$ cat config.mk
export PLATFORM = sky130hd
export DESIGN_NAME = script_byte_lexer_flat
export DESIGN_NICKNAME = d
export VERILOG_FILES = /design/src/rtl/sbl_pkg.sv /design/src/rtl/sbl_if.sv /design/src/rtl/sbl_front.sv /design/src/rtl/sbl_queue.sv /design/src/rtl/sbl_back.sv /design/src/rtl/script_byte_lexer.sv /design/src/flat_wrapper.sv
export SDC_FILE = /design/constraint.sdc
export NUM_CORES = 1
export LEC_CHECK = 0
export BUFFER_PORTS_ARGS = -buffer_cell sky130_fd_sc_hd__buf_4
export CORE_ASPECT_RATIO = 1.5
export CORE_UTILIZATION = 25
export DETAILED_ROUTE_END_ITERATION = 16
export GPL_TIMING_DRIVEN = 0
export HOLD_SLACK_MARGIN = 0.03
export PLACE_DENSITY = 0.45
export SLEW_MARGIN = 20
export SYNTH_ARGS = -nofsm -noshare
export SYNTH_HDL_FRONTEND = slang
export SYNTH_SLANG_ARGS = --single-unit
$ cat constraint.sdc
create_clock -name clk -period 6.7 [get_ports clk]
set_input_delay 0.335 -clock clk [delete_from_list [all_inputs] [get_ports clk]]
set_output_delay 0.335 -clock clk [all_outputs]
set_load 0.03 [all_outputs]
$ cat src/rtl/sbl_pkg.sv
// Shared types and constants of the script byte lexer.
package sbl_pkg;

	localparam int unsigned MAX_SOURCE_BYTES = 65536;
	localparam int unsigned POS_LIMIT = (MAX_SOURCE_BYTES < 65536) ? MAX_SOURCE_BYTES : 65536;
	// A position or offset may reach one past the limit while it is being formed.
	localparam int unsigned PW = $clog2(POS_LIMIT + 2);

	localparam int unsigned QUEUE_DEPTH = 4;
	localparam int unsigned QAW = (QUEUE_DEPTH > 1) ? $clog2(QUEUE_DEPTH) : 1;
	localparam int unsigned MAX_TOKENS = 3;

	typedef enum logic [3:0] {
		K_IDENT  = 4'd0,
		K_NUMBER = 4'd1,
		K_STRING = 4'd2,
		K_OP     = 4'd3,
		K_LPAREN = 4'd4,
		K_RPAREN = 4'd5,
		K_LBRACE = 4'd6,
		K_RBRACE = 4'd7,
		K_COMMA  = 4'd8,
		K_EQ     = 4'd9,
		K_EQEQ   = 4'd10,
		K_LT     = 4'd11,
		K_GT     = 4'd12,
		K_END    = 4'd13,
		K_ERROR  = 4'd14
	} token_kind_t;

	typedef struct packed {
		token_kind_t kind;
		logic [15:0] start;
		logic [15:0] length;
	} token_t;

	// All tokens caused by one input byte, in emission order.
	typedef struct packed {
		logic [1:0]                 count;
		token_t [MAX_TOKENS-1:0]    tok;
	} bundle_t;

	typedef struct packed {
		logic full;
		logic empty;
	} fifo_stat_t;

endpackage

$ cat src/rtl/sbl_if.sv
// Handshake channels of the script byte lexer: source bytes in, tokens out.
interface sbl_byte_if;
	logic       valid;
	logic       ready;
	logic [7:0] source_byte;
	logic       final_byte;

	modport source(output valid, output source_byte, output final_byte, input ready);
	modport sink(input valid, input source_byte, input final_byte, output ready);
endinterface

interface sbl_token_if;
	logic        valid;
	logic        ready;
	logic [3:0]  token_kind;
	logic [15:0] token_start;
	logic [15:0] token_length;
	logic        run_last;

	modport source(output valid, output token_kind, output token_start, output token_length,
		output run_last, input ready);
	modport sink(input valid, input token_kind, input token_start, input token_length,
		input run_last, output ready);
endinterface

$ cat src/rtl/sbl_front.sv
// Front end: lexer state machine that classifies each byte into a bundle of tokens.
module sbl_front (
	input  logic                clk,
	input  logic                arst_n,
	sbl_byte_if.sink            bytes,
	input  sbl_pkg::fifo_stat_t qstat,
	output logic                push,
	output sbl_pkg::bundle_t    bundle
);

	localparam int unsigned PW = sbl_pkg::PW;

	localparam logic [7:0] CH_HASH   = 8'h23;
	localparam logic [7:0] CH_NL     = 8'h0A;
	localparam logic [7:0] CH_UNDER  = 8'h5F;
	localparam logic [7:0] CH_DOT    = 8'h2E;
	localparam logic [7:0] CH_QUOTE  = 8'h22;
	localparam logic [7:0] CH_EQ     = 8'h3D;
	localparam logic [7:0] CH_LT     = 8'h3C;
	localparam logic [7:0] CH_GT     = 8'h3E;
	localparam logic [7:0] CH_LPAREN = 8'h28;
	localparam logic [7:0] CH_RPAREN = 8'h29;
	localparam logic [7:0] CH_LBRACE = 8'h7B;
	localparam logic [7:0] CH_RBRACE = 8'h7D;
	localparam logic [7:0] CH_COMMA  = 8'h2C;
	localparam logic [7:0] CH_PLUS   = 8'h2B;
	localparam logic [7:0] CH_MINUS  = 8'h2D;
	localparam logic [7:0] CH_STAR   = 8'h2A;
	localparam logic [7:0] CH_SLASH  = 8'h2F;

	typedef enum logic [2:0] {
		M_IDLE    = 3'd0,
		M_COMMENT = 3'd1,
		M_IDENT   = 3'd2,
		M_NUMBER  = 3'd3,
		M_STRING  = 3'd4,
		M_PENDEQ  = 3'd5,
		M_DISCARD = 3'd6
	} lex_mode_t;

	lex_mode_t         mode_q, mode_d;
	logic [PW-1:0]     pos_q, pos_d;
	logic [PW-1:0]     beg_q, beg_d;
	logic [PW-1:0]     p, endpos;
	logic [7:0]        c;
	logic              scan;
	logic              is_space, is_digit, is_alpha, is_word;
	logic              accept;

	function automatic logic [15:0] sat16(input logic [PW-1:0] v);
		if (32'(v) > 32'd65535) begin
			return 16'hFFFF;
		end
		return 16'(v);
	endfunction

	function automatic sbl_pkg::bundle_t add_token(input sbl_pkg::bundle_t b,
		input sbl_pkg::token_kind_t k, input logic [PW-1:0] s, input logic [PW-1:0] l);
		sbl_pkg::bundle_t r;
		r = b;
		r.tok[b.count] = '{kind: k, start: sat16(s), length: sat16(l)};
		r.count = b.count + 2'd1;
		return r;
	endfunction

	assign c        = bytes.source_byte;
	assign p        = pos_q;
	assign is_space = (c == 8'd32) || (c inside {[8'd9:8'd13]});
	assign is_digit = c inside {[8'h30:8'h39]};
	assign is_alpha = c inside {[8'h61:8'h7A], [8'h41:8'h5A]};
	assign is_word  = is_alpha || is_digit || (c == CH_UNDER);

	assign bytes.ready = !qstat.full;
	assign accept      = bytes.valid && bytes.ready;
	assign push        = accept && (bundle.count != 2'd0);

	always_comb begin
		bundle = '0;
		mode_d = mode_q;
		pos_d  = pos_q;
		beg_d  = beg_q;
		scan   = 1'b0;
		endpos = '0;

		if (32'(p) >= sbl_pkg::POS_LIMIT) begin
			// Past the position limit: drop any token in progress and flag once.
			if (mode_q != M_DISCARD) begin
				bundle = add_token(bundle, sbl_pkg::K_ERROR, p, PW'(1));
				mode_d = M_DISCARD;
			end
		end else begin
			pos_d = p + PW'(1);
			case (mode_q)
				M_IDENT: begin
					if (!is_word) begin
						bundle = add_token(bundle, sbl_pkg::K_IDENT, beg_q, p - beg_q);
						mode_d = M_IDLE;
						scan   = 1'b1;
					end
				end
				M_NUMBER: begin
					if (!(is_digit || c == CH_DOT)) begin
						bundle = add_token(bundle, sbl_pkg::K_NUMBER, beg_q, p - beg_q);
						mode_d = M_IDLE;
						scan   = 1'b1;
					end
				end
				M_PENDEQ: begin
					mode_d = M_IDLE;
					if (c == CH_EQ) begin
						bundle = add_token(bundle, sbl_pkg::K_EQEQ, beg_q, PW'(2));
					end else begin
						bundle = add_token(bundle, sbl_pkg::K_EQ, beg_q, PW'(1));
						scan   = 1'b1;
					end
				end
				M_COMMENT: begin
					if (c == CH_NL) begin
						mode_d = M_IDLE;
					end
				end
				M_STRING: begin
					if (c == CH_QUOTE) begin
						bundle = add_token(bundle, sbl_pkg::K_STRING, beg_q, p - beg_q);
						mode_d = M_IDLE;
					end
				end
				M_IDLE: begin
					scan = 1'b1;
				end
				default: begin
				end
			endcase

			if (scan) begin
				if (is_space) begin
					mode_d = M_IDLE;
				end else if (c == CH_HASH) begin
					mode_d = M_COMMENT;
				end else if (is_alpha || c == CH_UNDER) begin
					mode_d = M_IDENT;
					beg_d  = p;
				end else if (is_digit) begin
					mode_d = M_NUMBER;
					beg_d  = p;
				end else if (c == CH_QUOTE) begin
					// String text starts after the opening quote.
					mode_d = M_STRING;
					beg_d  = p + PW'(1);
				end else if (c == CH_EQ) begin
					mode_d = M_PENDEQ;
					beg_d  = p;
				end else begin
					case (c)
						CH_LT:     bundle = add_token(bundle, sbl_pkg::K_LT, p, PW'(1));
						CH_GT:     bundle = add_token(bundle, sbl_pkg::K_GT, p, PW'(1));
						CH_LPAREN: bundle = add_token(bundle, sbl_pkg::K_LPAREN, p, PW'(1));
						CH_RPAREN: bundle = add_token(bundle, sbl_pkg::K_RPAREN, p, PW'(1));
						CH_LBRACE: bundle = add_token(bundle, sbl_pkg::K_LBRACE, p, PW'(1));
						CH_RBRACE: bundle = add_token(bundle, sbl_pkg::K_RBRACE, p, PW'(1));
						CH_COMMA:  bundle = add_token(bundle, sbl_pkg::K_COMMA, p, PW'(1));
						CH_PLUS, CH_MINUS, CH_STAR, CH_SLASH:
							bundle = add_token(bundle, sbl_pkg::K_OP, p, PW'(1));
						default: begin
							bundle = add_token(bundle, sbl_pkg::K_ERROR, p, PW'(1));
							mode_d = M_DISCARD;
						end
					endcase
				end
			end
		end

		if (bytes.final_byte) begin
			endpos = (32'(p) + 32'd1 > sbl_pkg::POS_LIMIT) ? PW'(sbl_pkg::POS_LIMIT)
				: p + PW'(1);
			case (mode_d)
				M_IDENT:  bundle = add_token(bundle, sbl_pkg::K_IDENT, beg_d, endpos - beg_d);
				M_NUMBER: bundle = add_token(bundle, sbl_pkg::K_NUMBER, beg_d, endpos - beg_d);
				M_STRING: bundle = add_token(bundle, sbl_pkg::K_STRING, beg_d, endpos - beg_d);
				M_PENDEQ: bundle = add_token(bundle, sbl_pkg::K_EQ, beg_d, PW'(1));
				default: begin
				end
			endcase
			// After an error the source ends silently.
			if (mode_d != M_DISCARD) begin
				bundle = add_token(bundle, sbl_pkg::K_END, endpos, PW'(0));
			end
			mode_d = M_IDLE;
			pos_d  = '0;
			beg_d  = '0;
		end
	end

	always_ff @(posedge clk or negedge arst_n) begin
		if (!arst_n) begin
			mode_q <= M_IDLE;
			pos_q  <= '0;
			beg_q  <= '0;
		end else if (accept) begin
			mode_q <= mode_d;
			pos_q  <= pos_d;
			beg_q  <= beg_d;
		end
	end

endmodule

$ cat src/rtl/sbl_queue.sv
// Short queue of token bundles between the front end and the back end.
module sbl_queue (
	input  logic                clk,
	input  logic                arst_n,
	input  logic                push,
	input  sbl_pkg::bundle_t    push_data,
	input  logic                pop,
	output sbl_pkg::bundle_t    head,
	output sbl_pkg::fifo_stat_t qstat
);

	localparam int unsigned QAW = sbl_pkg::QAW;

	sbl_pkg::bundle_t   mem_q [sbl_pkg::QUEUE_DEPTH];
	logic [QAW-1:0]     wr_ptr_q, rd_ptr_q;
	logic [QAW:0]       cnt_q;
	logic               do_push, do_pop;

	function automatic logic [QAW-1:0] next_ptr(input logic [QAW-1:0] ptr);
		if (ptr == QAW'(sbl_pkg::QUEUE_DEPTH - 1)) begin
			return '0;
		end
		return ptr + QAW'(1);
	endfunction

	assign qstat.full  = (cnt_q == (QAW+1)'(sbl_pkg::QUEUE_DEPTH));
	assign qstat.empty = (cnt_q == '0);
	assign do_push     = push && !qstat.full;
	assign do_pop      = pop && !qstat.empty;
	assign head        = mem_q[rd_ptr_q];

	always_ff @(posedge clk) begin
		if (do_push) begin
			mem_q[wr_ptr_q] <= push_data;
		end
	end

	always_ff @(posedge clk or negedge arst_n) begin
		if (!arst_n) begin
			wr_ptr_q <= '0;
			rd_ptr_q <= '0;
			cnt_q    <= '0;
		end else begin
			if (do_push) begin
				wr_ptr_q <= next_ptr(wr_ptr_q);
			end
			if (do_pop) begin
				rd_ptr_q <= next_ptr(rd_ptr_q);
			end
			if (do_push && !do_pop) begin
				cnt_q <= cnt_q + (QAW+1)'(1);
			end else if (do_pop && !do_push) begin
				cnt_q <= cnt_q - (QAW+1)'(1);
			end
		end
	end

endmodule

$ cat src/rtl/sbl_back.sv
// Back end: sends queued tokens one per cycle, unless stalled, through an output register.
module sbl_back (
	input  logic                clk,
	input  logic                arst_n,
	input  sbl_pkg::bundle_t    head,
	input  sbl_pkg::fifo_stat_t qstat,
	output logic                pop,
	sbl_token_if.source         tokens
);

	logic               valid_q;
	sbl_pkg::token_t    tok_q;
	logic               last_q;
	logic [1:0]         idx_q;
	logic               load, take, is_last;

	assign load    = !valid_q || tokens.ready;
	assign take    = load && !qstat.empty;
	assign is_last = (idx_q == head.count - 2'd1);
	assign pop     = take && is_last;

	assign tokens.valid        = valid_q;
	assign tokens.token_kind   = tok_q.kind;
	assign tokens.token_start  = tok_q.start;
	assign tokens.token_length = tok_q.length;
	assign tokens.run_last     = last_q;

	always_ff @(posedge clk) begin
		if (take) begin
			tok_q  <= head.tok[idx_q];
			last_q <= is_last;
		end
	end

	always_ff @(posedge clk or negedge arst_n) begin
		if (!arst_n) begin
			valid_q <= 1'b0;
			idx_q   <= '0;
		end else if (load) begin
			valid_q <= !qstat.empty;
			if (take) begin
				idx_q <= is_last ? 2'd0 : idx_q + 2'd1;
			end
		end
	end

endmodule

$ cat src/rtl/script_byte_lexer.sv
// Top level of the script byte lexer: front end, bundle queue and token back end.
//
//  Channel   Dir   Payload                                        Handshake
//  bytes     in    source_byte[7:0], final_byte                   valid/ready
//  tokens    out   token_kind[3:0], token_start[15:0],            valid/ready
//                  token_length[15:0], run_last
//
// One byte is accepted per cycle while the bundle queue has room; the lexer state
// machine in the front end turns it into up to three tokens in that same cycle.
// Tokens leave one per cycle through the output register while the output is not stalled,
// passing through the queue memory first; a byte's tokens all leave before the next byte's.
// Reset clears the lexer state, the queue pointers and the output valid; no clearing pass.
// A stalled token output fills the four-entry queue before the byte input stalls.
module script_byte_lexer (
	input  logic        clk,
	input  logic        arst_n,
	sbl_byte_if.sink    bytes,
	sbl_token_if.source tokens
);

	sbl_pkg::bundle_t    bundle;
	sbl_pkg::bundle_t    head;
	sbl_pkg::fifo_stat_t qstat;
	logic                push;
	logic                pop;

	sbl_front u_front (
		.clk    (clk),
		.arst_n (arst_n),
		.bytes  (bytes),
		.qstat  (qstat),
		.push   (push),
		.bundle (bundle)
	);

	sbl_queue u_queue (
		.clk       (clk),
		.arst_n    (arst_n),
		.push      (push),
		.push_data (bundle),
		.pop       (pop),
		.head      (head),
		.qstat     (qstat)
	);

	sbl_back u_back (
		.clk    (clk),
		.arst_n (arst_n),
		.head   (head),
		.qstat  (qstat),
		.pop    (pop),
		.tokens (tokens)
	);

endmodule

$ cat src/flat_wrapper.sv
// flat-port wrapper written by rule: the top's interface ports become plain ports
module script_byte_lexer_flat 
  (clk, arst_n, bytes_valid, bytes_source_byte, bytes_final_byte, bytes_ready, tokens_valid, tokens_token_kind, tokens_token_start, tokens_token_length, tokens_run_last, tokens_ready);
  sbl_byte_if bytes_i ();
  sbl_token_if tokens_i ();
  input  logic clk;
  input  logic arst_n;
  input wire logic [$bits(bytes_i.valid)-1:0] bytes_valid;
  input wire logic [$bits(bytes_i.source_byte)-1:0] bytes_source_byte;
  input wire logic [$bits(bytes_i.final_byte)-1:0] bytes_final_byte;
  output wire logic [$bits(bytes_i.ready)-1:0] bytes_ready;
  output wire logic [$bits(tokens_i.valid)-1:0] tokens_valid;
  output wire logic [$bits(tokens_i.token_kind)-1:0] tokens_token_kind;
  output wire logic [$bits(tokens_i.token_start)-1:0] tokens_token_start;
  output wire logic [$bits(tokens_i.token_length)-1:0] tokens_token_length;
  output wire logic [$bits(tokens_i.run_last)-1:0] tokens_run_last;
  input wire logic [$bits(tokens_i.ready)-1:0] tokens_ready;
  assign bytes_i.valid = bytes_valid;
  assign bytes_i.source_byte = bytes_source_byte;
  assign bytes_i.final_byte = bytes_final_byte;
  assign bytes_ready = bytes_i.ready;
  assign tokens_valid = tokens_i.valid;
  assign tokens_token_kind = tokens_i.token_kind;
  assign tokens_token_start = tokens_i.token_start;
  assign tokens_token_length = tokens_i.token_length;
  assign tokens_run_last = tokens_i.run_last;
  assign tokens_i.ready = tokens_ready;
  script_byte_lexer u_core (.clk(clk), .arst_n(arst_n), .bytes(bytes_i), .tokens(tokens_i));
endmodule
# Yosys cells after proc, flatten, opt, wreduce, memory -nomap -nowiden
# Memories as Yosys holds them, arrays and structs flattened.
# Cells that the tools add are included.
[op_classes]
n_addsub = 13
magnitude_cmp = 23
n_eq_ne = 34
n_mux = 346
reduce_logical = 35
[ops]
columns = ["op", "count"]
rows = [
  ["16-bit two-way mux", 129],
  ["108-bit bitwise mux", 14],
  ["110-bit two-way mux", 12],
  ["108-bit one-hot mux with 8 select lines", 1],
  ["110-bit one-hot mux with 4 select lines", 1],
  ["109-bit two-way mux", 4],
  ["109-bit one-hot mux with 4 select lines", 1],
  ["36-bit demux with 2-bit select", 3],
  ["17-bit two-way mux", 12],
  ["36-bit two-way mux", 4],
  ["1-bit two-way mux", 139],
  ["8-bit by 6-bit equality test with 1-bit output, second input constant", 14],
  ["17-bit by 16-bit > comparator with 1-bit output, second input constant", 6],
  ["36-bit binary-select mux with 2-bit select", 1],
  ["3-bit two-way mux", 17],
  ["34-bit two-way mux", 1],
  ["17-bit subtractor", 2],
  ["8-bit by 7-bit equality test with 1-bit output, second input constant", 3],
  ["17-bit by 1-bit adder with 18-bit output, second input constant", 1],
  ["18-bit by 17-bit > comparator with 1-bit output, second input constant", 1],
  ["17-bit by 1-bit adder with 17-bit output, second input constant", 1],
  ["17-bit greater-or-equal comparator, second input constant", 1],
  ["8-bit by 7-bit greater-or-equal comparator with 1-bit output, second input constant", 2],
  ["8-bit by 7-bit less-or-equal comparator with 1-bit output, second input constant", 2],
  ["29 further kinds", 79],
]
[word_totals]
register_bits = 84
mem_bits_rw = 440
output_inout_bits = 39
n_memories = 1
[memory_table]
columns = ["name", "words", "width", "read_ports", "rd_clocked_by_memory_dff", "wr", "line_no", "text"]
rows = [
  ["u_core.u_queue.mem_q", 4, 110, 1, 0, 1, "sbl_queue.sv:14", "sbl_pkg::bundle_t mem_q [sbl_pkg::QUEUE_DEPTH];"],
]

# Longest topological paths before layout
[logic_depth]
depth_word = 52
mapped_depth = 25
depth_no_buf = 23

# Hierarchy
# From an unflattened synthesis, not the netlist that was laid out.
[hier_totals]
cells_unflattened = 1853
hier_area_um2 = 25507.0
[modules_own_cells]
columns = ["module", "instances", "cells_each", "area_per_inst_um2", "seq_area_each_um2"]
rows = [
  ["sbl_queue", 1, 612, 16348.2, 13387.8],
  ["sbl_front", 1, 1063, 7073.0, 925.9],
  ["sbl_back", 1, 178, 2085.8, 1186.1],
]

# Least setup slack after synthesis
# No wires, ideal clock.
[synth_timing]
path_kind = "in2reg"
from = "in bytes_source_byte[6]"
to = "mem u_core.u_queue.mem_q[0][0] (netlist bit) (enable)"
setup_ns = 0.482
arrival_ns = 6.774
required_time_ns = 6.218
path_slack_ns = -0.556
cell_stages = 17
n_path_buf = 2
cell_sequence = "buf_6 > or4b_1 > clkbuf_1 > nor4_1 > nor2_1 > o21ai_0 > ha_1 > mux2_2 > o21ai_1 > inv_1 > ha_1 > nor2_1 > a21oi_1 > ha_1 > mux2i_1 > o21a_1 > and2_1"
[synth_rtl]
columns = ["element", "line_no", "text"]
rows = [
  ["start, declared", "flat_wrapper.sv:9", "input wire logic [$bits(bytes_i.source_byte)-1:0] bytes_source_byte;"],
  ["end, declared", "sbl_queue.sv:14", ""],
]

==> out/metrics.cfg <==
[status]
status=completed

[global_routing]
antenna_found_initial=1
grt_pass1_vias=17100
grt_pass1_wl_mm=118
track_usage_pct=15.9
grt_overflow=0
grt_max_degree=48

[critical_path]
cp-start-kind=flip-flop
crit_path_max_fanout=10
cp-end-kind=flip-flop
critical_path.cell_chain=and3_1 > or4b_4 > nor2_2 > nand3_1 > xor2_2 > nand3_1 > nor4_4 > o21ai_2 > nand2b_1 > ha_1 > inv_1 > fa_1 > a211oi_1 > o21bai_1 > a21oi_2 > a211oi_2 > a311oi_2 > nor2_1 > a311oi_2 > xnor2_2 > buf_6 > nor4b_2 > o22ai_1
critPathKind=flip-flop to flip-flop
r2r_start=u_core.u_front.p[6]
worst_r2r_path_depth=23
worst_ep_arrival_time_ns=6.66
regToRegSetupSlack_ns=0.33
crit_slowest_cell=or4b_4
cp_slowest_stage_delay_ns=0.59
critPathRequiredTime_ns=6.98
r2r-end=u_core.u_queue.mem_q[2][15]
critical_path_buf_inv_count=2
crit_family=simple AND/OR/NAND/NOR gates

[clocking]
htree_levels=2
cts_num_sinks=524
clk_latency_ns=0.59
clk_pin_slew_ns=0.07
cts_tree=done
cts_root_buf=clkbuf_16
cts_buffers=49
cts_buffer_depth=3

[power]
vdd_ir_drop_max_mv=0.235
p_per_area_nw_per_um2=490
p_leak_nw=9.66

[detailed_routing]
met3_length_mm=2.39
drc=0
dr.pass1.iters=5
vias_per_cell=4.98
drt-met1-wl_mm=31.0
wl_per_cell_um=24.9
drt-total-wl_mm=80.9
met2_length_mm=43.1
postRouteAntennaNets=0
highest_layer=met4
via_count=16200
first_iter_violations=1189

[min_path]
hp-class=input pin to flip-flop
hold_path_end=u_core.u_front.mode_q[2]
min-delay-start=bytes_valid
hold_depth=4

[timing]
min_period_over_period_pct=95.1
finalSetupViolations=0
worst_pin_slew_ns=1.14
finClkSkew_ns=0.0154
slew_headroom_pct=24.1
fmax_mhz=157
min_period_ns=6.37
rsz0062_at_grt=yes
worst_slack_ns=0.328
final_hold_viol_count=0
slew_viol_final=0

[logic_synthesis]
synthFlopType=edfxtp_1
syn_area_per_cell_um2=13.8
ys_async_sr_fraction_pct=8.97
synth_edf_count=477
synth_common_cells=477 x edfxtp_1, 176 x nor2_1, 129 x nand2_1
syn_inst=1809
yosysTopAreaCell=edfxtp_1
ys_seq_area_share_pct=61.9
yosysTopAreaCellShare_pct=57.2
synth_most_common_cell=edfxtp_1
synth_area_leaders=edfxtp_1 57%, mux4_2 9.9%, dfrtp_1 4.7%
synth_area_um2=25000
synth_fp_nets=1873
synth_seq_cells=524
synthDistinctLibCells=92
yosys_warnings=0

[layout]
diodes=0
drive_gt1_share_pct=18.4
post-route-util_pct=29.6
n_fill_cell=9973
syn2layout_area_growth_pct=16.8
fin_nets=1989

[place]
io_buffer_count=49
place_congestion=0.939
place_ws_ns=-1.76
place_hpwl_mm=59.6

[floorplan]
die_x_um=260
die-area_um2=101000
ioPinCount=52
die_y_um=390
core_area_um2=98800
initial_utilization_pct=25.3
row_count=141

[flow_run]
cap_violations=0

==> cells by family after synthesis <==
kind of cell	after synthesis	synth area share (%)
and+or+nand+nor	481	9.21
DFF	524	61.9
AOI/OAI and AO/OA	383	10.2
muxes	154	11.7
adders and majority gates	51	2.64
xor gates and xnor gates	47	1.64
buffers and inverters	169	2.70
==> cells in the final DEF (no fill, tap or decap), drive strengths merged, types with 7 or more instances in the layout <==
cell	netlist	final
a22oi	9	9
mux4	110	110
a21oi	59	59
o2bb2ai	9	9
nor3	23	23
mux2i	39	39
nand3	18	18
nor2b	25	25
nand2	132	132
inv	59	60
clkbuf	75	126
a21o	11	11
and3	21	21
o22ai	69	69
o21ai	116	116
and2	15	15
o21a	10	10
o221ai	24	24
or3	10	10
nor2	177	177
nand2b	15	15
xor2	14	14
dfrtp	47	47
o31ai	9	9
nand4	7	7
xnor2	33	33
edfxtp	477	477
clkinv	1	20
buf	34	103
or2	9	9
ha	48	48
==> state kept, by name, summed over array words and instances (netlist names) <==
name	flops
u_core.u_queue.mem_q	440
u_core.u_front.beg_q	17
u_core.u_front.p	17
u_core.u_back.tokens.token_length	16
u_core.u_back.tokens.token_start	16
u_core.u_back.tokens.token_kind	4
u_core.u_front.mode_q	3
u_core.u_queue.cnt_q	3
u_core.u_back.idx_q	2
u_core.u_queue.rd_ptr_q	2
u_core.u_queue.wr_ptr_q	2
u_core.u_back.tokens.run_last	1
u_core.u_back.tokens.valid	1
==> worst reg2reg max path: stages (launching register included) <==
cell and delay (ns):
dfrtp_2 0.51, and3_1 0.27, or4b_4 0.59, nor2_2 0.19, nand3_1 0.14, xor2_2 0.21
nand3_1 0.15, nor4_4 0.06, o21ai_2 0.19, nand2b_1 0.15, ha_1 0.24, inv_1 0.08
fa_1 0.51, a211oi_1 0.26, o21bai_1 0.13, a21oi_2 0.25, a211oi_2 0.16, a311oi_2 0.39
nor2_1 0.14, a311oi_2 0.37, xnor2_2 0.20, buf_6 0.20, nor4b_2 0.44, o22ai_1 0.26
==> per-stage QoR <==
step           setup TNS (ns)  hold WS (ns)  std cells  total power [mW]  cell area (µm²)
6_report                    0         0.225       3249              14.3            29200
5_1_grt                 -1.39         0.237       3249              15.1            29200
4_1_cts                     0         0.172       3245              14.5            29100
3_5_place_dp          -277.67         0.422       3158              11.6            27400
3_3_place_gp         -1298.90         0.418       3145              11.4            27000
2_1_floorplan               0        0.0394       1809              9.09            25000
==> cell type report <==
cell class	count	area, µm²	share of cell area, %
Clock buffer	57	1300	4.44
Inverter	60	225	0.770
Clock inverter	31	312	1.07
Timing Repair Buffer	72	759	2.60
Buffer	102	444	1.52
Tap cell	1287	1610	5.51
Sequential cell	524	15500	53.0
Multi-Input combinational cell	1116	9080	31.1
==> timing repair <==
item	in CTS	in global routing
endpoints found under the hold margin	48	0
endpoints found under the setup margin	192	184
buffers inserted	2	6
pin swaps	2	2
resized for setup	26	15
hold buffers	2	0
==> how the worst max path moves through the flow <==
stage,depth (start not counted),to,from,slack [ns]
global placement,17,u_core.u_queue.mem_q[0][48],bytes_source_byte[4],-2.23
detailed placement,26,u_core.u_queue.mem_q[0][11],u_core.u_front.p[7],-1.76
global route,25,u_core.u_queue.mem_q[3][42],u_core.u_front.p[0],-0.05
floorplan,17,u_core.u_queue.mem_q[0][0],bytes_source_byte[6],0.67
CTS,25,u_core.u_queue.mem_q[2][14],u_core.u_front.p[1],0.04
finish,23,u_core.u_queue.mem_q[2][15],u_core.u_front.p[6],0.33
==> where the power goes <==
group / internal, mW / switching, mW
Clock: 1.62 / 1.24
Combinational: 2.15 / 4.12
Sequential: 4.95 / 0.236
Total: 8.72 / 5.60
==> per-layer routing <==
metal  vias up  track usage (%)
met5         -                0
met4         0             8.39
met3       135             1.38
met2       369             29.5
met1      8443             18.0
li1       7243                -
No activity file was read; power rests on OpenSTA's default activity.
